===== src/sld_pkg.sv =====
// Package for the start/length/body deframer.
// Holds the phase, number-scan and error types, the result word type and helper functions.
// No dependencies.
package sld_pkg;

  // Width of the accepted body length (lengths above 2^LENGTH_BITS - 1 are rejected).
  localparam int unsigned LENGTH_BITS = 31;
  // Fixed width of the body length result field.
  localparam int unsigned OUT_LEN_W   = 31;
  localparam int unsigned START_LEN   = 5;

  localparam logic [7:0] CH_NEWLINE = 8'h0A;
  localparam logic [7:0] CH_PLUS    = 8'h2B;
  localparam logic [7:0] CH_MINUS   = 8'h2D;

  typedef enum logic [1:0] {
    PH_START = 2'd0,
    PH_LEN   = 2'd1,
    PH_BODY  = 2'd2,
    PH_DONE  = 2'd3
  } phase_t;

  typedef enum logic [1:0] {
    SC_WS   = 2'd0,
    SC_SIGN = 2'd1,
    SC_DIG  = 2'd2,
    SC_TAIL = 2'd3
  } scan_t;

  typedef enum logic [1:0] {
    ERR_NONE  = 2'd0,
    ERR_START = 2'd1,
    ERR_LEN   = 2'd2,
    ERR_BODY  = 2'd3
  } err_t;

  typedef struct packed {
    logic [7:0]           body_byte;
    logic                 body_valid;
    logic                 message_done;
    err_t                 error_code;
    logic [OUT_LEN_W-1:0] body_length;
  } res_t;

  // Letters of the start word, upper case.
  function automatic logic [7:0] start_char(input logic [2:0] idx);
    logic [7:0] ch;
    case (idx)
      3'd0:    ch = 8'h53; // S
      3'd1:    ch = 8'h54; // T
      3'd2:    ch = 8'h41; // A
      3'd3:    ch = 8'h52; // R
      3'd4:    ch = 8'h54; // T
      default: ch = 8'h00;
    endcase
    return ch;
  endfunction

  function automatic logic is_space(input logic [7:0] c);
    return (c == 8'h20) || (c == 8'h09) || (c == 8'h0B) || (c == 8'h0C) || (c == 8'h0D);
  endfunction

  function automatic logic is_digit(input logic [7:0] c);
    return (c >= 8'h30) && (c <= 8'h39);
  endfunction

  function automatic logic [7:0] to_upper(input logic [7:0] c);
    return ((c >= 8'h61) && (c <= 8'h7A)) ? (c - 8'd32) : c;
  endfunction

endpackage


===== src/start_length_body_deframer.sv =====
// Top level of the start/length/body deframer: parser state, result register and skid word.
// Depends on sld_pkg.
//
// The deframer takes one byte per cycle and returns one result word per byte, in order.
// The parser state is updated in the cycle a byte is accepted, using a short path of
// compares and one multiply-by-ten on the length accumulator; the result goes into an
// output register backed by a one-word skid register, so in_ready only drops when both
// hold words not yet taken. A result is registered in the output word, or in the skid word
// while that waits; one byte per cycle is sustained while the consumer keeps up. Errors and
// done stay until reset; meanwhile, further bytes still produce (repeating) result words.
module start_length_body_deframer
  import sld_pkg::*;
(
  input  logic                 clk,
  input  logic                 rst_n,
  input  logic                 in_valid,
  output logic                 in_ready,
  input  logic [7:0]           in_data_byte,
  output logic                 out_valid,
  input  logic                 out_ready,
  output logic [7:0]           out_body_byte,
  output logic                 out_body_valid,
  output logic                 out_message_done,
  output logic [1:0]           out_error_code,
  output logic [OUT_LEN_W-1:0] out_body_length
);

  localparam int unsigned ACC_W = LENGTH_BITS + 4;

  phase_t                 phase_r,      phase_nxt;
  logic [2:0]             match_r,      match_nxt;
  scan_t                  scan_r,       scan_nxt;
  logic                   neg_r,        neg_nxt;
  logic                   digit_seen_r, digit_seen_nxt;
  logic                   ovf_r,        ovf_nxt;
  logic [LENGTH_BITS-1:0] len_r,        len_nxt;
  logic [LENGTH_BITS-1:0] count_r,      count_nxt;
  err_t                   err_r,        err_nxt;

  res_t                   res_new;
  res_t                   out_word_r,   out_word_nxt;
  logic                   out_valid_r,  out_valid_nxt;
  res_t                   skid_word_r,  skid_word_nxt;
  logic                   skid_valid_r, skid_valid_nxt;

  logic                   in_fire;
  logic                   out_fire;
  logic                   body_ok;
  logic [7:0]             c;
  logic [ACC_W-1:0]       acc_ext;
  logic [ACC_W-1:0]       acc_prod;

  assign c        = in_data_byte;
  assign in_ready = !skid_valid_r;
  assign in_fire  = in_valid && in_ready;
  assign out_fire = out_valid_r && out_ready;

  // Length accumulator times ten plus the digit, with headroom for the overflow check.
  assign acc_ext  = ACC_W'(len_r);
  assign acc_prod = (acc_ext << 3) + (acc_ext << 1) + ACC_W'(c[3:0]);

  // Next parser state for the byte on the input.
  always_comb begin
    phase_nxt      = phase_r;
    match_nxt      = match_r;
    scan_nxt       = scan_r;
    neg_nxt        = neg_r;
    digit_seen_nxt = digit_seen_r;
    ovf_nxt        = ovf_r;
    len_nxt        = len_r;
    count_nxt      = count_r;
    err_nxt        = err_r;
    body_ok        = 1'b0;
    if (err_r == ERR_NONE) begin
      case (phase_r)
        PH_START: begin
          if (c == CH_NEWLINE) begin
            if (match_r == 3'(START_LEN)) begin
              phase_nxt = PH_LEN;
            end else begin
              err_nxt = ERR_START;
            end
          end else if ((match_r < 3'(START_LEN)) && (to_upper(c) == start_char(match_r))) begin
            match_nxt = match_r + 3'd1;
          end else begin
            err_nxt = ERR_START;
          end
        end
        PH_LEN: begin
          if (c == CH_NEWLINE) begin
            if (!digit_seen_r || ovf_r || (neg_r && (len_r != '0))) begin
              err_nxt = ERR_LEN;
            end else begin
              phase_nxt = PH_BODY;
              count_nxt = '0;
            end
          end else begin
            case (scan_r)
              SC_WS: begin
                if (is_space(c)) begin
                  scan_nxt = SC_WS;
                end else if ((c == CH_PLUS) || (c == CH_MINUS)) begin
                  neg_nxt  = (c == CH_MINUS);
                  scan_nxt = SC_SIGN;
                end else if (is_digit(c)) begin
                  scan_nxt = SC_DIG;
                end else begin
                  scan_nxt = SC_TAIL;
                end
              end
              SC_SIGN, SC_DIG: begin
                scan_nxt = is_digit(c) ? SC_DIG : SC_TAIL;
              end
              default: begin
                scan_nxt = scan_r;
              end
            endcase
            // A digit is taken in any stage but the trailing one, except after non-sign junk.
            if (is_digit(c) && (scan_r != SC_TAIL)) begin
              digit_seen_nxt = 1'b1;
              if (!ovf_r) begin
                if (acc_prod[ACC_W-1:LENGTH_BITS] != '0) begin
                  ovf_nxt = 1'b1;
                end else begin
                  len_nxt = acc_prod[LENGTH_BITS-1:0];
                end
              end
            end
          end
        end
        PH_BODY: begin
          if (count_r >= len_r) begin
            err_nxt = ERR_BODY;
          end else begin
            count_nxt = count_r + 1'b1;
            body_ok   = 1'b1;
            if ((count_r + 1'b1) == len_r) begin
              phase_nxt = PH_DONE;
            end
          end
        end
        default: begin
          phase_nxt = phase_r;
        end
      endcase
    end
  end

  // Result word for the byte on the input, taken from the updated state.
  always_comb begin
    res_new.body_byte    = body_ok ? c : 8'h00;
    res_new.body_valid   = body_ok;
    res_new.message_done = (phase_nxt == PH_DONE);
    res_new.error_code   = err_nxt;
    res_new.body_length  = ((phase_nxt == PH_BODY) || (phase_nxt == PH_DONE))
                           ? OUT_LEN_W'(len_nxt) : '0;
  end

  // Output register with a skid word behind it.
  always_comb begin
    out_word_nxt   = out_word_r;
    out_valid_nxt  = out_valid_r;
    skid_word_nxt  = skid_word_r;
    skid_valid_nxt = skid_valid_r;
    if (!out_valid_r || out_fire) begin
      out_word_nxt   = skid_valid_r ? skid_word_r : res_new;
      out_valid_nxt  = skid_valid_r || in_fire;
      skid_valid_nxt = 1'b0;
    end else if (in_fire) begin
      skid_word_nxt  = res_new;
      skid_valid_nxt = 1'b1;
    end
  end

  always_ff @(posedge clk) begin
    if (!rst_n) begin
      phase_r      <= PH_START;
      match_r      <= '0;
      scan_r       <= SC_WS;
      neg_r        <= 1'b0;
      digit_seen_r <= 1'b0;
      ovf_r        <= 1'b0;
      len_r        <= '0;
      count_r      <= '0;
      err_r        <= ERR_NONE;
      out_valid_r  <= 1'b0;
      skid_valid_r <= 1'b0;
    end else begin
      if (in_fire) begin
        phase_r      <= phase_nxt;
        match_r      <= match_nxt;
        scan_r       <= scan_nxt;
        neg_r        <= neg_nxt;
        digit_seen_r <= digit_seen_nxt;
        ovf_r        <= ovf_nxt;
        len_r        <= len_nxt;
        count_r      <= count_nxt;
        err_r        <= err_nxt;
      end
      out_valid_r  <= out_valid_nxt;
      skid_valid_r <= skid_valid_nxt;
    end
  end

  always_ff @(posedge clk) begin
    out_word_r  <= out_word_nxt;
    skid_word_r <= skid_word_nxt;
  end

  assign out_valid        = out_valid_r;
  assign out_body_byte    = out_word_r.body_byte;
  assign out_body_valid   = out_word_r.body_valid;
  assign out_message_done = out_word_r.message_done;
  assign out_error_code   = out_word_r.error_code;
  assign out_body_length  = out_word_r.body_length;

  // The skid word is only ever filled behind a waiting output word.
  a_skid_behind_out: assert property (@(posedge clk) disable iff (!rst_n)
    skid_valid_r |-> out_valid_r)
    else $error("skid word held without an output word");

  // Once set, an error never changes until reset.
  a_err_sticky: assert property (@(posedge clk) disable iff (!rst_n)
    (err_r != ERR_NONE) |=> (err_r == $past(err_r)))
    else $error("sticky error changed");

  // The done phase is only held with the body count equal to the length.
  a_done_count: assert property (@(posedge clk) disable iff (!rst_n)
    (phase_r == PH_DONE) |-> (count_r == len_r))
    else $error("done phase with body count short of length");

  // A body word or done flag never appears together with an error.
  a_body_no_err: assert property (@(posedge clk) disable iff (!rst_n)
    (out_valid_r && (out_word_r.body_valid || out_word_r.message_done))
      |-> (out_word_r.error_code == ERR_NONE))
    else $error("body word or done reported with an error");

endmodule


===== config.mk =====
export PLATFORM = sky130hd
export DESIGN_NAME = start_length_body_deframer
export DESIGN_NICKNAME = d
export VERILOG_FILES = /design/src/sld_pkg.sv /design/src/start_length_body_deframer.sv
export SDC_FILE = /design/constraint.sdc
export NUM_CORES = 1
export LEC_CHECK = 0
export BUFFER_PORTS_ARGS = -buffer_cell sky130_fd_sc_hd__buf_2
export CAP_MARGIN = 10
export CORE_ASPECT_RATIO = 1.5
export CORE_MARGIN = 8
export CORE_UTILIZATION = 58
export CTS_BUF_LIST = sky130_fd_sc_hd__clkbuf_8
export CTS_CLUSTER_SIZE = 40
export DETAILED_ROUTE_END_ITERATION = 10
export GPL_TIMING_DRIVEN = 0
export MAX_ROUTING_LAYER = met4
export PLACE_DENSITY = 0.85
export SETUP_SLACK_MARGIN = 0.5
export SYNTH_ARGS = -nofsm -noshare
export SYNTH_HDL_FRONTEND = slang
export SYNTH_SLANG_ARGS = --single-unit
export TNS_END_PERCENT = 50

===== constraint.sdc =====
create_clock -name clk -period 3.9 [get_ports clk]
set_input_delay 0.39 -clock clk [delete_from_list [all_inputs] [get_ports clk]]
set_output_delay 0.39 -clock clk [all_outputs]
set_load 0.02 [all_outputs]

== Yosys cells after proc, flatten, opt, wreduce, memory -nomap -nowiden ==
Index checks and enable logic that the tools add are counted.

* $add $sub $neg: 5
* Muxes and demuxes: 43
* Shift operators: 0
* $mul: 0
* Bitwise operators: 4
* Reductions and logical operators: 37
* Order comparisons: 6
* Div/mod/pow operators: 0
* Equality and inequality tests: 25

{| class="wikitable"
|+ Operators with widths
! operator !! number
|-
| 31-bit two-way mux || 10
|-
| 31-bit one-hot mux with 2 select lines || 1
|-
| 43-bit two-way mux || 1
|-
| 8-bit by 4-bit == test with 1-bit output, second input constant || 5
|-
| 8-bit two-way mux || 5
|-
| 34-bit by 32-bit adder with 35-bit output || 1
|-
| 35-bit by 4-bit adder with 35-bit output || 1
|-
| 2-bit two-way mux || 16
|-
| 31-bit by 1-bit adder with 31-bit output, second input constant || 1
|-
| 31-bit == test || 1
|-
| 31-bit greater-or-equal comparator || 1
|-
| 31-bit nonzero test || 1
|-
| 7-bit one-hot mux with 4 select lines || 1
|-
| 8-bit by 6-bit == test with 1-bit output, second input constant || 3
|-
| 5-bit AND reduction || 3
|-
| 2-bit one-hot mux with 3 select lines || 2
|-
| 1-bit logical OR || 10
|-
| 2-bit == test, second input constant || 4
|-
| 8-bit == test || 1
|-
| 8-bit by 6-bit greater-or-equal comparator with 1-bit output, second input constant || 1
|-
| 8-bit by 7-bit greater-or-equal comparator with 1-bit output, second input constant || 1
|-
| 8-bit by 6-bit less-or-equal comparator with 1-bit output, second input constant || 1
|-
| 8-bit by 7-bit less-or-equal comparator with 1-bit output, second input constant || 1
|-
| 2-bit inequality test, second input constant || 4
|-
| other kinds (20) || 44
|}

* Bits in read-only memories: 0
* Bits in writable memories: 0
* Register bits: 162
* Memories kept: 0
* Output and inout bits: 45
* Latch bits: 0
* Input port bits: 12

== Logic depth before layout (Yosys ltp) ==
* Depth after elaboration: 13
* Depth in mapped cells: 15

== Worst setup path after synthesis ==
Ideal clock, no wire load.

* Path type: flip-flop to flip-flop
* Start point: register out_valid_r (netlist: out_valid)
* End point: register skid_word_r[0] in the netlist's numbering (enable)
* Required time: 3.456 ns
* Period minus slack after synthesis: 3.884 ns
* Stages on the path, launching flop included: 3
* Arrival time: 3.440 ns
* Path buffers: 0
* Setup time: 0.444 ns
* Slack: 0.016 ns
* Cells stage by stage: dfxtp_1 > nand2b_1 > nor2_1

* Cells in the longest elaborated chain, start to end: 4
* Elaborated cells between the ends (all ways): 5

{| class="wikitable"
|+ RTL lines
! item !! RTL line !! source
|-
| from (decl) || start_length_body_deframer.sv:42 || <nowiki>logic out_valid_r, out_valid_nxt;</nowiki>
|-
| from (signal assigned) || start_length_body_deframer.sv:200 || <nowiki>out_valid_r <= out_valid_nxt;</nowiki>
|-
| 1-bit logical NOT / 1-bit logical AND (equally long branches) || start_length_body_deframer.sv:165, start_length_body_deframer.sv:56 ||
|-
| 1-bit logical OR * || start_length_body_deframer.sv:165 || <nowiki>if (!out_valid_r || out_fire) begin</nowiki>
|-
| 1-bit NOT (no line) * || n/a ||
|-
| 2-bit AND reduction (no line) * || n/a ||
|-
| to (signal assigned) || start_length_body_deframer.sv:207 || <nowiki>skid_word_r <= skid_word_nxt;</nowiki>
|-
| to (decl) || start_length_body_deframer.sv:43 || <nowiki>res_t skid_word_r, skid_word_nxt;</nowiki>
|}

Mark *: on every way between the ends. The rest lies on a longest branch, timed or not.
A chain may end at the register's enable or synchronous reset.

==> impl_metrics.py <==
metrics = {
    "sta": {
        "slew_headroom_pct": 26.3,
        "fin_skew_ns": 0.0197,
        "worst_pin_slew_ns": 1.11,
        "slew_viol_final": 0,
        "max_freq_mhz": 248,
        "finalHoldViolCount": 0,
        "finalSetupViolations": 11,
        "hold_ws_ns": 0.207,
        "setup_ws_ns": -0.131,
        "period_minus_slack_ns": 4.03,
        "period_share_pct": 103,
        "rsz0062_at_grt": "true",
    },
    "flow_run": {
        "cap_violations": 0,
    },
    "worst_setup_path": {
        "worst_ep_arrival_time_ns": 4.33,
        "cpPeakStageDelay_ns": 0.50,
        "critPathKind": "reg -> reg",
        "r2r_setup_slack_ns": -0.13,
        "r2r-start": "len_r[2]",
        "r2r_end": "skid_word_r[25]",
        "required_ns": 4.20,
        "critPathCaptureType": "register",
        "reg2regPathDepth": 16,
        "cp_slowest_cell": "fa_1",
        "worstSetupStartpointType": "register",
        "path_cells": "inv_4 > fa_1 > inv_2 > fa_2 > a211oi_4 > nor4_4 > buf_4 > o2111ai_4 > nand2_2 > a311o_1 > a21o_1 > and4b_1 > buf_6 > buf_6 > nand2_1 > a21oi_1",
        "crit_top_cell": "buf_6",
        "cp_max_fo": 10,
    },
    "yosys": {
        "synth_nets": 1451,
        "syn-cell-area_um2": 11500,
        "ys_warn_count": 0,
        "synth_seq_cells": 162,
        "synth_edf_count": 86,
        "avgSynthCellArea_um2": 8.58,
        "async_flop_share_pct": 0,
        "syn_inst": 1335,
        "synth.yosys.seq_area_share_pct": 35.8,
        "ys.flop_type": "edfxtp_1",
        "ys_types": 76,
    },
    "cells_and_area": {
        "drive_gt1_share_pct": 22.3,
        "area_growth_pct": 22.0,
        "regArea_um2": 4160,
        "fill_cells": 1402,
        "stdcell_count": 1721,
        "multiInputGateArea_um2": 7580,
        "final_nets": 1563,
    },
    "global_route": {
        "grt_max_degree": 47,
        "first_global_vias": 10852,
        "antenna_found_initial": 1,
        "grt_usage_pct": 31.7,
        "grt_pass1_wl_um": 58200,
        "overflow": 0,
    },
    "cts": {
        "holdBufCountCts": 0,
        "cts.sinks": 162,
        "path_clk_slew_ns": 0.11,
        "clkLatencyLatePin_ns": 0.50,
        "htreeDepth": 4,
        "root_buffer": "clkbuf_8",
        "clockBufferDepth": 2,
        "cts_tree": "yes",
        "cts_made_buffers": 17,
    },
    "detailed_routing": {
        "wl_met1_um": 14200,
        "wl_um": 41600,
        "dr.pass1.iters": 7,
        "drc_errors": 0,
        "top_layer_used": "met4",
        "drt-initial-drc-count": 1733,
        "route.vias.total": 12001,
        "wl_met3_um": 4210,
        "routedWlPerCell_um": 24.2,
        "via_per_inst": 6.97,
        "wl_met2_um": 19700,
        "ant_nets": 0,
    },
    "floorplanning": {
        "top_level_ports": 57,
        "dieHeight_um": 188,
        "die_w_um": 131,
        "core_um2": 19500,
        "die-area_um2": 24600,
        "rows": 63,
        "initial_core_util_pct": 58.6,
    },
    "power_and_ir_drop": {
        "leakagePower_nw": 5.43,
        "irDropWorstVdd_v": 0.000218,
        "p_per_area_nw_per_um2": 243,
    },
    "min_path": {
        "hp-start": "rst_n",
        "hp-class": "in -> reg",
        "hold_depth": 3,
        "worstHoldEndpoint": "count_r[8]",
    },
    "placed_design": {
        "place_inst": 1652,
        "portBuffers": 56,
        "dp_hpwl_um": 27900,
        "place_congestion": 1.01,
    },
    "run_status": {
        "violations": "negative setup slack",
        "status": "complete, but fails checks",
    },
}
-- cells in the final DEF (no fill, tap or decap), types with 8 or more instances in the layout --
master,n
nand2_1,130
a21oi_1,123
ha_1,95
edfxtp_1,86
nor2_1,70
inv_1,62
buf_2,60
xnor2_1,58
nand3_1,55
clkbuf_1,47
dfxtp_1,46
o21ai_0,41
o31ai_1,34
a21oi_2,28
nor3_1,28
o211ai_1,27
buf_4,26
nand4_1,25
xor2_1,21
dfxtp_2,21
a31oi_1,20
a21o_1,19
clkbuf_8,17
o21ai_2,16
o21ai_1,12
a211oi_1,11
nor4_1,11
nand2_2,10
nand2_4,10
or3_1,9
nand2b_1,9
buf_6,9
dfxtp_4,9
and3_1,8
buf_12,8
-- worst max path at each step --
stage                                from                  end  slack (ns)  depth (start not counted)
after floorplan           in_data_byte[3]  out_body_length[24]        0.50                         15
after global placement           len_r[2]  out_body_length[15]       -0.67                         15
after detailed placement         len_r[2]            len_r[27]       -0.74                         14
after CTS                        len_r[2]  out_body_length[27]        0.12                         15
after global routing             len_r[2]      skid_word_r[25]       -0.07                         16
final                            len_r[2]      skid_word_r[25]       -0.13                         16
-- routing by layer --
metal / track usage (%) / vias up
met2: 52.0 / 874
met1: 33.8 / 5660
met5: - / -
met4: 22.7 / 0
li1: - / 5168
met3: 5.20 / 299
-- synthesized netlist by cell type (all sizes together), types with 3 or more instances --
library cell,number,area (um2)
buf,19,101
o41ai,4,35.0
nand3,56,280
dfxtp,76,1520
a21oi,151,756
or3,11,68.8
nor2b,4,25.0
nand4,26,169
o2111ai,5,43.8
nand2b,10,62.6
xor2,21,184
o22ai,3,18.8
clkbuf,58,218
nor4,16,136
nand2,151,569
ha,102,1280
o21ai,76,380
nor2,76,285
o221ai,5,43.8
or2,4,25.0
a31oi,23,144
and3,8,50.1
edfxtp,86,2580
o32ai,5,51.3
a21boi,3,22.5
a21o,20,150
and2,7,43.8
o21a,5,37.5
o21bai,7,52.6
and4,7,61.3
o31ai,41,318
mux2i,5,50.1
nor4b,3,26.3
mux2,4,45.0
a211oi,14,110
o211ai,27,203
nor3,32,165
inv,67,251
xnor2,60,533
or4,7,52.6
-- sequential cells by signal, summed over array words and instances, names as in the netlist, 2 cells and up --
signal,cells
out_error_code,2
out_body_byte,8
count_r,31
phase_r,2
out_body_length,31
scan_r,2
match_r,3
err_r,2
skid_word_r,43
len_r,31
-- metrics by stage --
step / utilization, % / worst slack (ns) / total power, mW / instance area, um2 / setup TNS (ns)
6_report: 71.5 / -0.131 / 3.40 / 14000 / -0.238
5_1_grt: 71.5 / -0.0722 / 3.44 / 14000 / -0.519
4_1_cts: 66.1 / 0.117 / 3.34 / 12900 / 0
3_5_place_dp: 62.2 / -0.738 / 2.07 / 12200 / -42.97
3_3_place_gp: 62.1 / -0.669 / 2.06 / 12100 / -36.48
2_1_floorplan: - / 0.503 / 1.99 / 11500 / 0
-- critical path: cells and delay by family, from the launching register on --
family,cells,cell delay [ns]
and+or+nand+nor,4,0.52
buffers and inverters,5,0.63
AOI/OAI and AO/OA,5,1.32
DFF,1,0.41
adders and majority gates,2,0.93
-- report_power, final --
| group | total, mW | internal (mW) | leakage, nW | switching, mW |
|---|---|---|---|---|
| clock | 1.35 | 0.590 | 0.216 | 0.758 |
| sequential | 1.83 | 1.82 | 1.50 | 0.0131 |
| combinational | 0.223 | 0.0561 | 3.71 | 0.167 |
| total | 3.40 | 2.46 | 5.43 | 0.938 |
-- area by class of cell --
type | count | share of cell area, %
antenna | 1 | 0.0179
buffer | 77 | 3.45
clock buffer | 17 | 1.67
clock inverter | 15 | 1.22
inverter | 68 | 1.95
multi-input combinational | 1028 | 54.3
sequential | 162 | 29.8
tap | 260 | 2.33
timing repair buffer | 93 | 5.29
-- repair_timing --
| action | CTS | global route |
|---|---|---|
| pin swaps | 15 | 82 |
| gates cloned | 2 | 5 |
| setup buffers | 13 | 16 |
| endpoints found under the setup margin | 119 | 131 |
| resized for setup | 78 | 222 |
| endpoints found under the hold margin | 0 | 0 |
-- cells by family (layout without fill, tap and decap cells) --
logic type	after synthesis	in the layout	share of synthesized area, %
AO/OA/AOI/OAI	407	407	22.2
flip-flops	162	162	35.8
buffers and inverters	145	270	5.01
adder cells (fa/ha/maj)	104	104	11.5
multiplexers	9	9	0.830
other	0	1	0
AND/OR/NAND/NOR	427	427	18.4
XOR/XNOR	81	81	6.26
(Power assumes the default switching activity.)
